**config.mk**
```make
export PLATFORM = sky130hd
export DESIGN_NAME = event_subscription_table
export DESIGN_NICKNAME = d
export VERILOG_FILES = /design/src/hdl/est_pkg.sv /design/src/hdl/est_ram.sv /design/src/hdl/est_fifo.sv /design/src/hdl/est_front.sv /design/src/hdl/est_back.sv /design/src/hdl/event_subscription_table.sv
export SDC_FILE = /design/constraint.sdc
export NUM_CORES = 1
export LEC_CHECK = 0
export BUFFER_PORTS_ARGS = -buffer_cell sky130_fd_sc_hd__buf_2
export CORE_UTILIZATION = 55
export CTS_CLUSTER_DIAMETER = 200
export DETAILED_ROUTE_END_ITERATION = 6
export PLACE_DENSITY = 0.71
export REMOVE_ABC_BUFFERS = 1
export SYNTH_ARGS = -nofsm -noshare
export SYNTH_HDL_FRONTEND = slang
export SYNTH_HIERARCHICAL = 1
export SYNTH_SLANG_ARGS = --single-unit
export TNS_END_PERCENT = 20
```
**constraint.sdc**
```tcl
create_clock -name clk -period 10.35 [get_ports clk]
set_input_delay 1.035 -clock clk [delete_from_list [all_inputs] [get_ports clk]]
set_output_delay 1.035 -clock clk [all_outputs]
set_load 0.02 [all_outputs]
```
**src/hdl/est_pkg.sv**
```systemverilog
`default_nettype none

package est_pkg;

  localparam int EVENT_W     = 8;
  localparam int HANDLER_W   = 8;
  localparam int TAG_W       = 16;
  localparam int SLOT_W      = 4;
  localparam int OCC_W       = 5;
  localparam int CAP_W       = 5;
  localparam int CFG_INDEX_W = 2;
  localparam int CFG_DATA_W  = 5;
  localparam int MAX_RESULTS = 16;

  localparam logic [CFG_INDEX_W-1:0] REG_CAPACITY         = 2'd0;
  localparam logic [CFG_INDEX_W-1:0] REG_MISSING_IS_ERROR = 2'd1;
  localparam logic [CAP_W-1:0]       CAPACITY_RESET       = 5'd16;

  typedef enum logic [1:0] {
    CMD_SUBSCRIBE   = 2'd0,
    CMD_UNSUBSCRIBE = 2'd1,
    CMD_DISPATCH    = 2'd2,
    CMD_CLEAR       = 2'd3
  } cmd_t;

  typedef enum logic [2:0] {
    ST_OK           = 3'd0,
    ST_NULL_HANDLER = 3'd1,
    ST_INVALID_ARG  = 3'd2,
    ST_DUPLICATE    = 3'd3,
    ST_FULL         = 3'd4,
    ST_NOT_FOUND    = 3'd5
  } status_t;

  typedef enum logic [2:0] {
    OP_SUBSCRIBE   = 3'd0,
    OP_UNSUBSCRIBE = 3'd1,
    OP_DISPATCH    = 3'd2,
    OP_CLEAR       = 3'd3,
    OP_REJECT      = 3'd4
  } op_kind_t;

  typedef struct packed {
    op_kind_t               kind;
    status_t                reject_status;
    logic [EVENT_W-1:0]     evt_id;
    logic [HANDLER_W-1:0]   handler_id;
    logic [TAG_W-1:0]       user_tag;
  } op_t;

  typedef struct packed {
    status_t                status;
    logic                   match_valid;
    logic [SLOT_W-1:0]      slot;
    logic [HANDLER_W-1:0]   handler;
    logic [TAG_W-1:0]       tag;
    logic [OCC_W-1:0]       occupancy;
    logic                   last;
  } res_t;

endpackage

`default_nettype wire

```
**src/hdl/est_ram.sv**
```systemverilog
`default_nettype none

module est_ram #(
  parameter int WIDTH = 24,
  parameter int DEPTH = 16
) (
  input  wire logic                                       clk,
  input  wire logic                                       we,
  input  wire logic [((DEPTH > 1) ? $clog2(DEPTH) : 1)-1:0] waddr,
  input  wire logic [WIDTH-1:0]                           wdata,
  input  wire logic [((DEPTH > 1) ? $clog2(DEPTH) : 1)-1:0] raddr,
  output logic      [WIDTH-1:0]                           rdata
);

  logic [WIDTH-1:0] mem [DEPTH];

  always_ff @(posedge clk) begin
    if (we) begin
      mem[waddr] <= wdata;
    end
    rdata <= mem[raddr];
  end

endmodule

`default_nettype wire

```
**src/hdl/est_fifo.sv**
```systemverilog
`default_nettype none

module est_fifo #(
  parameter int WIDTH = 8,
  parameter int DEPTH = 2
) (
  input  wire logic             clk,
  input  wire logic             rst,
  input  wire logic             push,
  input  wire logic [WIDTH-1:0] wdata,
  input  wire logic             pop,
  output logic      [WIDTH-1:0] rdata,
  output logic                  full,
  output logic                  empty
);

  localparam int PW = (DEPTH > 1) ? $clog2(DEPTH) : 1;
  localparam int CW = $clog2(DEPTH + 1);

  logic [WIDTH-1:0] entries [DEPTH];
  logic [PW-1:0]    wr_ptr;
  logic [PW-1:0]    rd_ptr;
  logic [CW-1:0]    fill;

  assign full  = (fill == CW'(DEPTH));
  assign empty = (fill == '0);
  assign rdata = entries[rd_ptr];

  always_ff @(posedge clk) begin
    if (push) begin
      entries[wr_ptr] <= wdata;
    end
  end

  always_ff @(posedge clk) begin
    if (rst) begin
      wr_ptr <= '0;
      rd_ptr <= '0;
      fill   <= '0;
    end else begin
      if (push) begin
        wr_ptr <= (wr_ptr == PW'(DEPTH - 1)) ? '0 : wr_ptr + 1'b1;
      end
      if (pop) begin
        rd_ptr <= (rd_ptr == PW'(DEPTH - 1)) ? '0 : rd_ptr + 1'b1;
      end
      if (push && !pop) begin
        fill <= fill + 1'b1;
      end else if (pop && !push) begin
        fill <= fill - 1'b1;
      end
    end
  end

endmodule

`default_nettype wire

```
**src/hdl/est_front.sv**
```systemverilog
`default_nettype none

module est_front #(
  parameter int EVENT_BITS = 8
) (
  input  wire logic [1:0]                     cmd,
  input  wire logic [est_pkg::EVENT_W-1:0]    evt_id,
  input  wire logic [est_pkg::HANDLER_W-1:0]  handler_id,
  input  wire logic [est_pkg::TAG_W-1:0]      user_tag,
  input  wire logic                           item_valid,
  input  wire logic                           queue_full,
  output logic                                item_stall,
  output logic                                push,
  output est_pkg::op_t                        op
);

  localparam logic [est_pkg::EVENT_W-1:0] EV_MASK =
    est_pkg::EVENT_W'((64'd1 << EVENT_BITS) - 64'd1);

  logic [est_pkg::EVENT_W-1:0] ev;

  assign ev         = evt_id & EV_MASK;
  assign item_stall = queue_full;
  assign push       = item_valid && !queue_full;

  // Checks that need no table state are settled here; the back end only
  // replays the status of a rejected transaction.
  always_comb begin
    op.kind          = est_pkg::OP_REJECT;
    op.reject_status = est_pkg::ST_OK;
    op.evt_id        = ev;
    op.handler_id    = handler_id;
    op.user_tag      = user_tag;
    unique case (est_pkg::cmd_t'(cmd))
      est_pkg::CMD_CLEAR: begin
        op.kind = est_pkg::OP_CLEAR;
      end
      est_pkg::CMD_DISPATCH: begin
        if (ev == '0) begin
          op.reject_status = est_pkg::ST_INVALID_ARG;
        end else begin
          op.kind = est_pkg::OP_DISPATCH;
        end
      end
      est_pkg::CMD_SUBSCRIBE: begin
        if (handler_id == '0) begin
          op.reject_status = est_pkg::ST_NULL_HANDLER;
        end else if (ev == '0) begin
          op.reject_status = est_pkg::ST_INVALID_ARG;
        end else begin
          op.kind = est_pkg::OP_SUBSCRIBE;
        end
      end
      est_pkg::CMD_UNSUBSCRIBE: begin
        if (handler_id == '0) begin
          op.reject_status = est_pkg::ST_NULL_HANDLER;
        end else if (ev == '0) begin
          op.reject_status = est_pkg::ST_INVALID_ARG;
        end else begin
          op.kind = est_pkg::OP_UNSUBSCRIBE;
        end
      end
      default: begin
        op.kind = est_pkg::OP_REJECT;
      end
    endcase
  end

endmodule

`default_nettype wire

```
**src/hdl/est_back.sv**
```systemverilog
`default_nettype none

module est_back #(
  parameter int SLOTS      = 16,
  parameter int EVENT_BITS = 8
) (
  input  wire logic                        clk,
  input  wire logic                        rst,
  input  wire logic                        op_valid,
  input  wire est_pkg::op_t                op,
  output logic                             pop,
  input  wire logic [est_pkg::CAP_W-1:0]   eff_cap,
  input  wire logic                        missing_is_error,
  output logic                             res_valid,
  output est_pkg::res_t                    res,
  input  wire logic                        res_stall
);

  localparam int EW     = (EVENT_BITS < est_pkg::EVENT_W) ? EVENT_BITS : est_pkg::EVENT_W;
  localparam int SW     = (SLOTS > 1) ? $clog2(SLOTS) : 1;
  localparam int EMIT_W = $clog2(est_pkg::MAX_RESULTS);
  localparam int PW     = est_pkg::HANDLER_W + est_pkg::TAG_W;

  typedef enum logic [3:0] {
    S_IDLE = 4'b0001,
    S_EXEC = 4'b0010,
    S_RD   = 4'b0100,
    S_WR   = 4'b1000
  } state_t;

  state_t                         state;
  est_pkg::op_t                   op_reg;
  logic [SLOTS-1:0]               used;
  logic [EW-1:0]                  sev  [SLOTS];
  logic [est_pkg::HANDLER_W-1:0]  shd  [SLOTS];
  logic [est_pkg::TAG_W-1:0]      stag [SLOTS];
  logic [est_pkg::OCC_W-1:0]      count;
  logic [SLOTS-1:0]               pending;
  logic [EMIT_W-1:0]              emitted;

  logic [SLOTS-1:0]               in_range;
  logic [SLOTS-1:0]               evm;
  logic [SLOTS-1:0]               exm;
  logic [SLOTS-1:0]               freev;
  logic [SLOTS-1:0]               pend_rest;
  logic [SW-1:0]                  exm_idx;
  logic [SW-1:0]                  free_idx;
  logic [SW-1:0]                  pend_idx;
  logic                           out_free;
  logic                           disp_last;
  logic                           do_sub;
  logic                           do_unsub;
  logic                           do_clear;
  logic                           go_disp;
  logic                           exec_fire;
  logic                           sub_we;
  logic                           unsub_we;
  logic                           clear_we;
  logic                           disp_fire;
  logic [PW-1:0]                  ram_rdata;
  est_pkg::res_t                  exec_res;
  est_pkg::res_t                  disp_res;

  function automatic logic [SW-1:0] first_set(input logic [SLOTS-1:0] vec);
    logic [SW-1:0] idx;
    idx = '0;
    for (int k = SLOTS - 1; k >= 0; k--) begin
      if (vec[k]) begin
        idx = SW'(k);
      end
    end
    return idx;
  endfunction

  // Every slot compares against the pending transaction at once.
  always_comb begin
    for (int i = 0; i < SLOTS; i++) begin
      in_range[i] = (8'(i) < {3'b000, eff_cap});
      evm[i]      = used[i] && in_range[i] && (sev[i] == op_reg.evt_id[EW-1:0]);
      exm[i]      = evm[i] && (shd[i] == op_reg.handler_id) && (stag[i] == op_reg.user_tag);
      freev[i]    = !used[i] && in_range[i];
    end
  end

  assign exm_idx   = first_set(exm);
  assign free_idx  = first_set(freev);
  assign pend_idx  = first_set(pending);
  // Drops the lowest set bit, which is the match being emitted now.
  assign pend_rest = pending & (pending - 1'b1);
  assign disp_last = (pend_rest == '0) || (emitted == EMIT_W'(est_pkg::MAX_RESULTS - 1));
  assign out_free  = !res_valid || !res_stall;
  assign pop       = (state == S_IDLE) && op_valid;

  always_comb begin
    exec_res.status      = est_pkg::ST_OK;
    exec_res.match_valid = 1'b0;
    exec_res.slot        = '0;
    exec_res.handler     = '0;
    exec_res.tag         = '0;
    exec_res.occupancy   = count;
    exec_res.last        = 1'b1;
    do_sub   = 1'b0;
    do_unsub = 1'b0;
    do_clear = 1'b0;
    go_disp  = 1'b0;
    unique case (op_reg.kind)
      est_pkg::OP_REJECT: begin
        exec_res.status = op_reg.reject_status;
      end
      est_pkg::OP_CLEAR: begin
        do_clear           = 1'b1;
        exec_res.occupancy = '0;
      end
      est_pkg::OP_DISPATCH: begin
        if (evm != '0) begin
          go_disp = 1'b1;
        end else if (missing_is_error) begin
          exec_res.status = est_pkg::ST_NOT_FOUND;
        end
      end
      est_pkg::OP_SUBSCRIBE: begin
        if (exm != '0) begin
          exec_res.status = est_pkg::ST_DUPLICATE;
        end else if (count >= eff_cap) begin
          exec_res.status = est_pkg::ST_FULL;
        end else if (freev != '0) begin
          do_sub             = 1'b1;
          exec_res.slot      = est_pkg::SLOT_W'(free_idx);
          exec_res.occupancy = count + 1'b1;
        end else begin
          exec_res.status = est_pkg::ST_FULL;
        end
      end
      est_pkg::OP_UNSUBSCRIBE: begin
        if (exm != '0) begin
          do_unsub           = 1'b1;
          exec_res.slot      = est_pkg::SLOT_W'(exm_idx);
          exec_res.occupancy = count - 1'b1;
        end else begin
          exec_res.status = est_pkg::ST_NOT_FOUND;
        end
      end
      default: begin
        exec_res.status = est_pkg::ST_OK;
      end
    endcase
  end

  always_comb begin
    disp_res.status      = est_pkg::ST_OK;
    disp_res.match_valid = 1'b1;
    disp_res.slot        = est_pkg::SLOT_W'(pend_idx);
    disp_res.handler     = ram_rdata[PW-1:est_pkg::TAG_W];
    disp_res.tag         = ram_rdata[est_pkg::TAG_W-1:0];
    disp_res.occupancy   = count;
    disp_res.last        = disp_last;
  end

  assign exec_fire = (state == S_EXEC) && !go_disp && out_free;
  assign sub_we    = exec_fire && do_sub;
  assign unsub_we  = exec_fire && do_unsub;
  assign clear_we  = exec_fire && do_clear;
  assign disp_fire = (state == S_WR) && out_free;

  // Handler and tag are mirrored here so that a dispatch reads them by slot.
  est_ram #(
    .WIDTH (PW),
    .DEPTH (SLOTS)
  ) u_payload (
    .clk   (clk),
    .we    (sub_we),
    .waddr (free_idx),
    .wdata ({op_reg.handler_id, op_reg.user_tag}),
    .raddr (pend_idx),
    .rdata (ram_rdata)
  );

  always_ff @(posedge clk) begin
    for (int i = 0; i < SLOTS; i++) begin
      if (sub_we && (free_idx == SW'(i))) begin
        sev[i]  <= op_reg.evt_id[EW-1:0];
        shd[i]  <= op_reg.handler_id;
        stag[i] <= op_reg.user_tag;
      end
    end
  end

  always_ff @(posedge clk) begin
    if (rst) begin
      used  <= '0;
      count <= '0;
    end else if (clear_we) begin
      used  <= '0;
      count <= '0;
    end else if (sub_we) begin
      used[free_idx] <= 1'b1;
      count          <= count + 1'b1;
    end else if (unsub_we) begin
      used[exm_idx] <= 1'b0;
      count         <= count - 1'b1;
    end
  end

  always_ff @(posedge clk) begin
    if (pop) begin
      op_reg <= op;
    end
    if ((state == S_EXEC) && go_disp) begin
      pending <= evm;
      emitted <= '0;
    end else if (disp_fire) begin
      pending <= pend_rest;
      emitted <= emitted + 1'b1;
    end
    if (exec_fire) begin
      res <= exec_res;
    end else if (disp_fire) begin
      res <= disp_res;
    end
  end

  always_ff @(posedge clk) begin
    if (rst) begin
      state     <= S_IDLE;
      res_valid <= 1'b0;
    end else begin
      if (exec_fire || disp_fire) begin
        res_valid <= 1'b1;
      end else if (!res_stall) begin
        res_valid <= 1'b0;
      end
      unique case (state)
        S_IDLE: begin
          if (op_valid) begin
            state <= S_EXEC;
          end
        end
        S_EXEC: begin
          if (go_disp) begin
            state <= S_RD;
          end else if (out_free) begin
            state <= S_IDLE;
          end
        end
        S_RD: begin
          state <= S_WR;
        end
        S_WR: begin
          if (out_free) begin
            state <= disp_last ? S_IDLE : S_RD;
          end
        end
        default: begin
          state <= S_IDLE;
        end
      endcase
    end
  end

endmodule

`default_nettype wire

```
**src/hdl/event_subscription_table.sv**
```systemverilog
// Channel    Direction  Handshake               Payload
// item       in         item_valid/item_stall   cmd, evt_id, handler_id, user_tag
// result     out        result_valid/result_stall
//                                               status, match_valid, slot, out_handler,
//                                               out_tag, occupancy, last
// cfg        in         cfg_valid/cfg_ready     cfg_index, cfg_data
//
// A transaction with a single result is first taken from the two-entry queue by the
// table sequencer, then the parallel slot compare and update run and load the result.
// A dispatch with N matches (at most 16 emitted) then costs, for each match, a
// registered read of the handler/tag RAM and one output load.
// Reset empties the table at once (no clearing pass); capacity returns to 16.
// The queue keeps accepting items while the result register is stalled, until both entries are full.

`default_nettype none

module event_subscription_table #(
  parameter int SLOTS      = 16,
  parameter int EVENT_BITS = 8
) (
  input  wire logic                               clk,
  input  wire logic                               rst,
  input  wire logic                               item_valid,
  output logic                                    item_stall,
  input  wire logic [1:0]                         cmd,
  input  wire logic [est_pkg::EVENT_W-1:0]        evt_id,
  input  wire logic [est_pkg::HANDLER_W-1:0]      handler_id,
  input  wire logic [est_pkg::TAG_W-1:0]          user_tag,
  output logic                                    result_valid,
  input  wire logic                               result_stall,
  output logic [2:0]                              status,
  output logic                                    match_valid,
  output logic [est_pkg::SLOT_W-1:0]              slot,
  output logic [est_pkg::HANDLER_W-1:0]           out_handler,
  output logic [est_pkg::TAG_W-1:0]               out_tag,
  output logic [est_pkg::OCC_W-1:0]               occupancy,
  output logic                                    last,
  input  wire logic                               cfg_valid,
  output logic                                    cfg_ready,
  input  wire logic [est_pkg::CFG_INDEX_W-1:0]    cfg_index,
  input  wire logic [est_pkg::CFG_DATA_W-1:0]     cfg_data
);

  localparam int OPW = $bits(est_pkg::op_t);

  logic [est_pkg::CAP_W-1:0] capacity;
  logic                      missing_is_error;
  logic [est_pkg::CAP_W-1:0] eff_cap;
  logic                      queue_full;
  logic                      queue_empty;
  logic                      push;
  logic                      pop;
  logic [OPW-1:0]            queue_head;
  est_pkg::op_t              front_op;
  est_pkg::res_t             res;

  assign cfg_ready = 1'b1;

  always_ff @(posedge clk) begin
    if (rst) begin
      capacity         <= est_pkg::CAPACITY_RESET;
      missing_is_error <= 1'b0;
    end else if (cfg_valid && cfg_ready) begin
      if (cfg_index == est_pkg::REG_CAPACITY) begin
        capacity <= cfg_data;
      end else if (cfg_index == est_pkg::REG_MISSING_IS_ERROR) begin
        missing_is_error <= cfg_data[0];
      end
    end
  end

  // A capacity above the table size is clamped to it.
  assign eff_cap = ({3'b000, capacity} < 8'(SLOTS)) ? capacity : est_pkg::CAP_W'(SLOTS);

  est_front #(
    .EVENT_BITS (EVENT_BITS)
  ) u_front (
    .cmd        (cmd),
    .evt_id     (evt_id),
    .handler_id (handler_id),
    .user_tag   (user_tag),
    .item_valid (item_valid),
    .queue_full (queue_full),
    .item_stall (item_stall),
    .push       (push),
    .op         (front_op)
  );

  est_fifo #(
    .WIDTH (OPW),
    .DEPTH (2)
  ) u_queue (
    .clk   (clk),
    .rst   (rst),
    .push  (push),
    .wdata (front_op),
    .pop   (pop),
    .rdata (queue_head),
    .full  (queue_full),
    .empty (queue_empty)
  );

  est_back #(
    .SLOTS      (SLOTS),
    .EVENT_BITS (EVENT_BITS)
  ) u_back (
    .clk              (clk),
    .rst              (rst),
    .op_valid         (!queue_empty),
    .op               (est_pkg::op_t'(queue_head)),
    .pop              (pop),
    .eff_cap          (eff_cap),
    .missing_is_error (missing_is_error),
    .res_valid        (result_valid),
    .res              (res),
    .res_stall        (result_stall)
  );

  assign status      = res.status;
  assign match_valid = res.match_valid;
  assign slot        = res.slot;
  assign out_handler = res.handler;
  assign out_tag     = res.tag;
  assign occupancy   = res.occupancy;
  assign last        = res.last;

  // A matched subscription is only ever reported with an ok status.
  a_match_ok: assert property (@(posedge clk) disable iff (rst)
    result_valid && match_valid |-> status == est_pkg::ST_OK)
    else $error("matched result with non-ok status");

  // Only a dispatch fans out, so every result short of the last carries a match.
  a_fanout_match: assert property (@(posedge clk) disable iff (rst)
    result_valid && !last |-> match_valid)
    else $error("non-final result without a match");

  // A rejected or failed transaction yields exactly one bare result.
  a_error_single: assert property (@(posedge clk) disable iff (rst)
    result_valid && status != est_pkg::ST_OK |-> !match_valid && last && slot == '0)
    else $error("error result is not a single bare result");

endmodule

`default_nettype wire

```
==> run summary <==
Status: complete, but fails checks
Failing checks: capacitance limit
FP Rows: 106
Final setup violation count: 0
Num CTS Buffers: 111
Max reg flops: 384
Crit path required time: 10710 ps
Yosys cell types: 78
DIE AREA: 0.0862 sq mm
DP Wirelength: 68700 microns
Die Ht: 294 microns
Largest registers: u_back/u_payload/mem (384), u_back/stag (256)
Place WS: 4600 ps
Die Width: 294 microns
Post-CTS resize count: 0
Vias after detailed routing: 25573
Cell Area, Synth: 0.0468 sq mm
Initial core utilization: 55.7%
Hold crit path type: reg -> reg
CTS tree: built
Fmax: 0.168 GHz
CTS Hold Bufs: 0
Final Hold Vio Count: 0
Top fanout value on the critical path: 24
Register area share after synthesis: 70.5%
Overflow after GRT: 0
Largest family of logic cells by synthesized area: XOR/XNOR gates
Core ar.: 0.0840 sq mm
Antenna Cells: 0
Clock Pin Slew Worst Setup and Hold Paths: 60 ps
Max transition margin: 0.114%
Critical path class: reg -> reg
Top-Level Pins: 87
Pin count of the biggest net entering global routing: 97
CP startpoint kind: flip-flop
Fin. max-slew vios: 0
Multi-input logic area: 0.0127 sq mm
GP Congestion: 0.951
CP Capture Type: flip-flop
Slowest stage cell, crit path: nor4_1
Initial antenna violation count: 3
Drt initial violations: 2311
Setup Skew: 33.9 ps
P&R area growth vs syn: 11.1%
Fill cell count: 6028
First-pass GRT wire length: 166000 microns
Clk sinks: 1129
Pre-Repair DR Iteration Count: 6
RSZ-0062 raised after global routing: false
Fin crit share: 57.4%
Data arrival, critical path: 6300 ps
Final cell count without fillers: 4254
Mapped Avg Cell Area: 16.1 sq um
Postcts setup bufs: 0
Max_cap viols: 1
Final setup TNS: 0 ps
Max stage delay on crit path: 1070 ps
Share of cells above drive strength 1: 17.0%
Tmin final: 5940 ps
Async S/R FF share, synth: 0%
Commonest non-fill, non-tap cell in the layout: edfxtp_1
Worst skew pair latency: 690 ps
Reg with most FFs: u_back/u_payload/mem
Final worst slack: 4410 ps
DR WL/cell: 26.3 microns
Vias in the first global route: 25599
Adder-Cell Fraction of Synth Area: 0.284%
YS warnings: 6
Slew at the pin closest to its max-slew limit: 1480 ps
Power per Cell Area: 238 mW/mm^2
R2r setup slk: 4410 ps
Number of buffers added on ports: 85
Clock Tree Root: clkbuf_16
Worst-case clock buffer depth: 3
Total Wirelength: 112000 microns
Leak: 16.9 nW
Post-route ant nets: 0
Fin nets: 3084
DRC Markers: 0
Register area: 0.0330 sq mm
Via density: 6.01
Post-Synth XOR/XNOR Area: 10.0%
Most frequent cells in the layout: edfxtp_1 (1038), xor2_1 (319), xnor2_1 (217), nand2_1 (130), clkbuf_16 (112)
Multiplexer area fraction after synthesis: 5.83%
Post-synth EDFFs: 1038
Post-synthesis compound-gate area fraction: 3.36%
Most used flip-flop cell after synthesis: edfxtp_1
H-Tree Depth: 3
Synth Instances: 2909
Yosys reg bits: 1129
Peak supply drop: 0.000253 V
All-Layer GR Usage: 26.3%
DP Cell Count: 4050
Synth Area in Simple Gates: 7.40%
Worst-path cell chain: nor2b_1 > nor4_1 > a2111o_1 > or4_1 > nand4b_1 > or4b_4 > nor3_4 > nand2_1 > nor2_2 > buf_4
-- worst paths after layout --
check / endpoint / startpoint / cells past startpoint
hold reg to reg: u_back/res[13] / u_back/u_payload/rdata[7] / 2
hold / removal: u_back/res[13] / u_back/u_payload/rdata[7] / 2
setup reg to reg: u_back/shd[1][1] / capacity[4] / 10
setup / recovery: u_back/shd[1][1] / capacity[4] / 10
-- critical path, delay by kind of cell (launching register included) --
kind / cells / cell delay [ps]
flops: 1 / 900
buf+inv: 1 / 410
compound gates: 1 / 360
simple gates: 8 / 3930
-- Yosys cell counts (all sizes together) (3+ instances only) --
| master | count | share of area (%) |
|---|---|---|
| a21oi | 42 | 0.45 |
| and3 | 9 | 0.12 |
| xor2 | 319 | 6.0 |
| o21a | 7 | 0.11 |
| a211oi | 9 | 0.17 |
| a32oi | 3 | 0.056 |
| edfxtp | 1038 | 67 |
| nand2b | 17 | 0.23 |
| nor3 | 54 | 0.60 |
| dfxtp | 91 | 3.9 |
| or2 | 6 | 0.080 |
| nand3 | 56 | 0.60 |
| a22oi | 58 | 0.93 |
| mux4 | 96 | 4.6 |
| inv | 32 | 0.26 |
| o21bai | 5 | 0.080 |
| nor3b | 3 | 0.072 |
| clkbuf | 44 | 0.35 |
| nand2 | 130 | 1.0 |
| nor2b | 14 | 0.19 |
| ha | 9 | 0.24 |
| nand3b | 5 | 0.080 |
| nor2 | 92 | 0.75 |
| o21ai | 45 | 0.48 |
| nor4 | 106 | 1.4 |
| or3 | 17 | 0.23 |
| xnor2 | 217 | 4.1 |
| a21o | 8 | 0.13 |
| o211ai | 12 | 0.19 |
| and2 | 9 | 0.12 |
| mux2 | 40 | 0.97 |
| a31oi | 15 | 0.20 |
| mux2i | 11 | 0.24 |
| a31o | 4 | 0.075 |
| buf | 132 | 1.9 |
| nand4 | 86 | 1.2 |
| nor4b | 4 | 0.075 |
| or4 | 18 | 0.30 |
| nand4b | 10 | 0.19 |
-- cells by family (layout without fill, tap and decap cells) --
| logic type | Yosys count | count (layout) |
|---|---|---|
| simple gates | 642 | 642 |
| mux | 147 | 147 |
| other cells | 2 | 2 |
| compound gates | 234 | 234 |
| buf+inv | 208 | 419 |
| xor+xnor | 536 | 536 |
| flops | 1129 | 1129 |
| fa+ha+maj | 11 | 11 |
-- per-layer routing --
layer / share of wire (%) / track usage, % / wire length (microns) / vias up
met2: 50 / 44.4 / 55900 / 935
met3: 5.5 / 3.31 / 6110 / 197
met1: 41 / 35.3 / 46300 / 13151
met4: 3.3 / 9.01 / 3670 / 0
li1: - / - / - / 11290
met5: 0 / 0 / 0 / -
-- stage by stage --
stage	total power (W)	utilization, %	instance area, sq um	hold WS [ps]
floorplan	0.00745	-	45700	392
global placement	0.00851	57.7	48500	397
detailed placement	0.00860	57.7	48500	402
CTS	0.0125	61.9	51900	420
global route	0.0128	61.9	51900	430
finish	0.0124	61.9	51900	419
-- power breakdown --
part,switching (W),leakage (nW),internal [W]
logic,0.00197,5.09,0.000758
registers,0.0000901,10.1,0.00567
clock network,0.00166,1.71,0.00222
total,0.00372,16.9,0.00865
-- final cells by class --
| cell class | count | share of cell area, % |
|---|---|---|
| Multi-Input combinational cell | 1572 | 24.5 |
| Tap cell | 1134 | 2.73 |
| Inverter | 32 | 0.231 |
| Clock inverter | 60 | 1.09 |
| Timing Repair Buffer | 183 | 2.26 |
| Clock buffer | 144 | 5.65 |
| Sequential cell | 1129 | 63.5 |
Note: power is estimated with default switching activity, not from simulation.
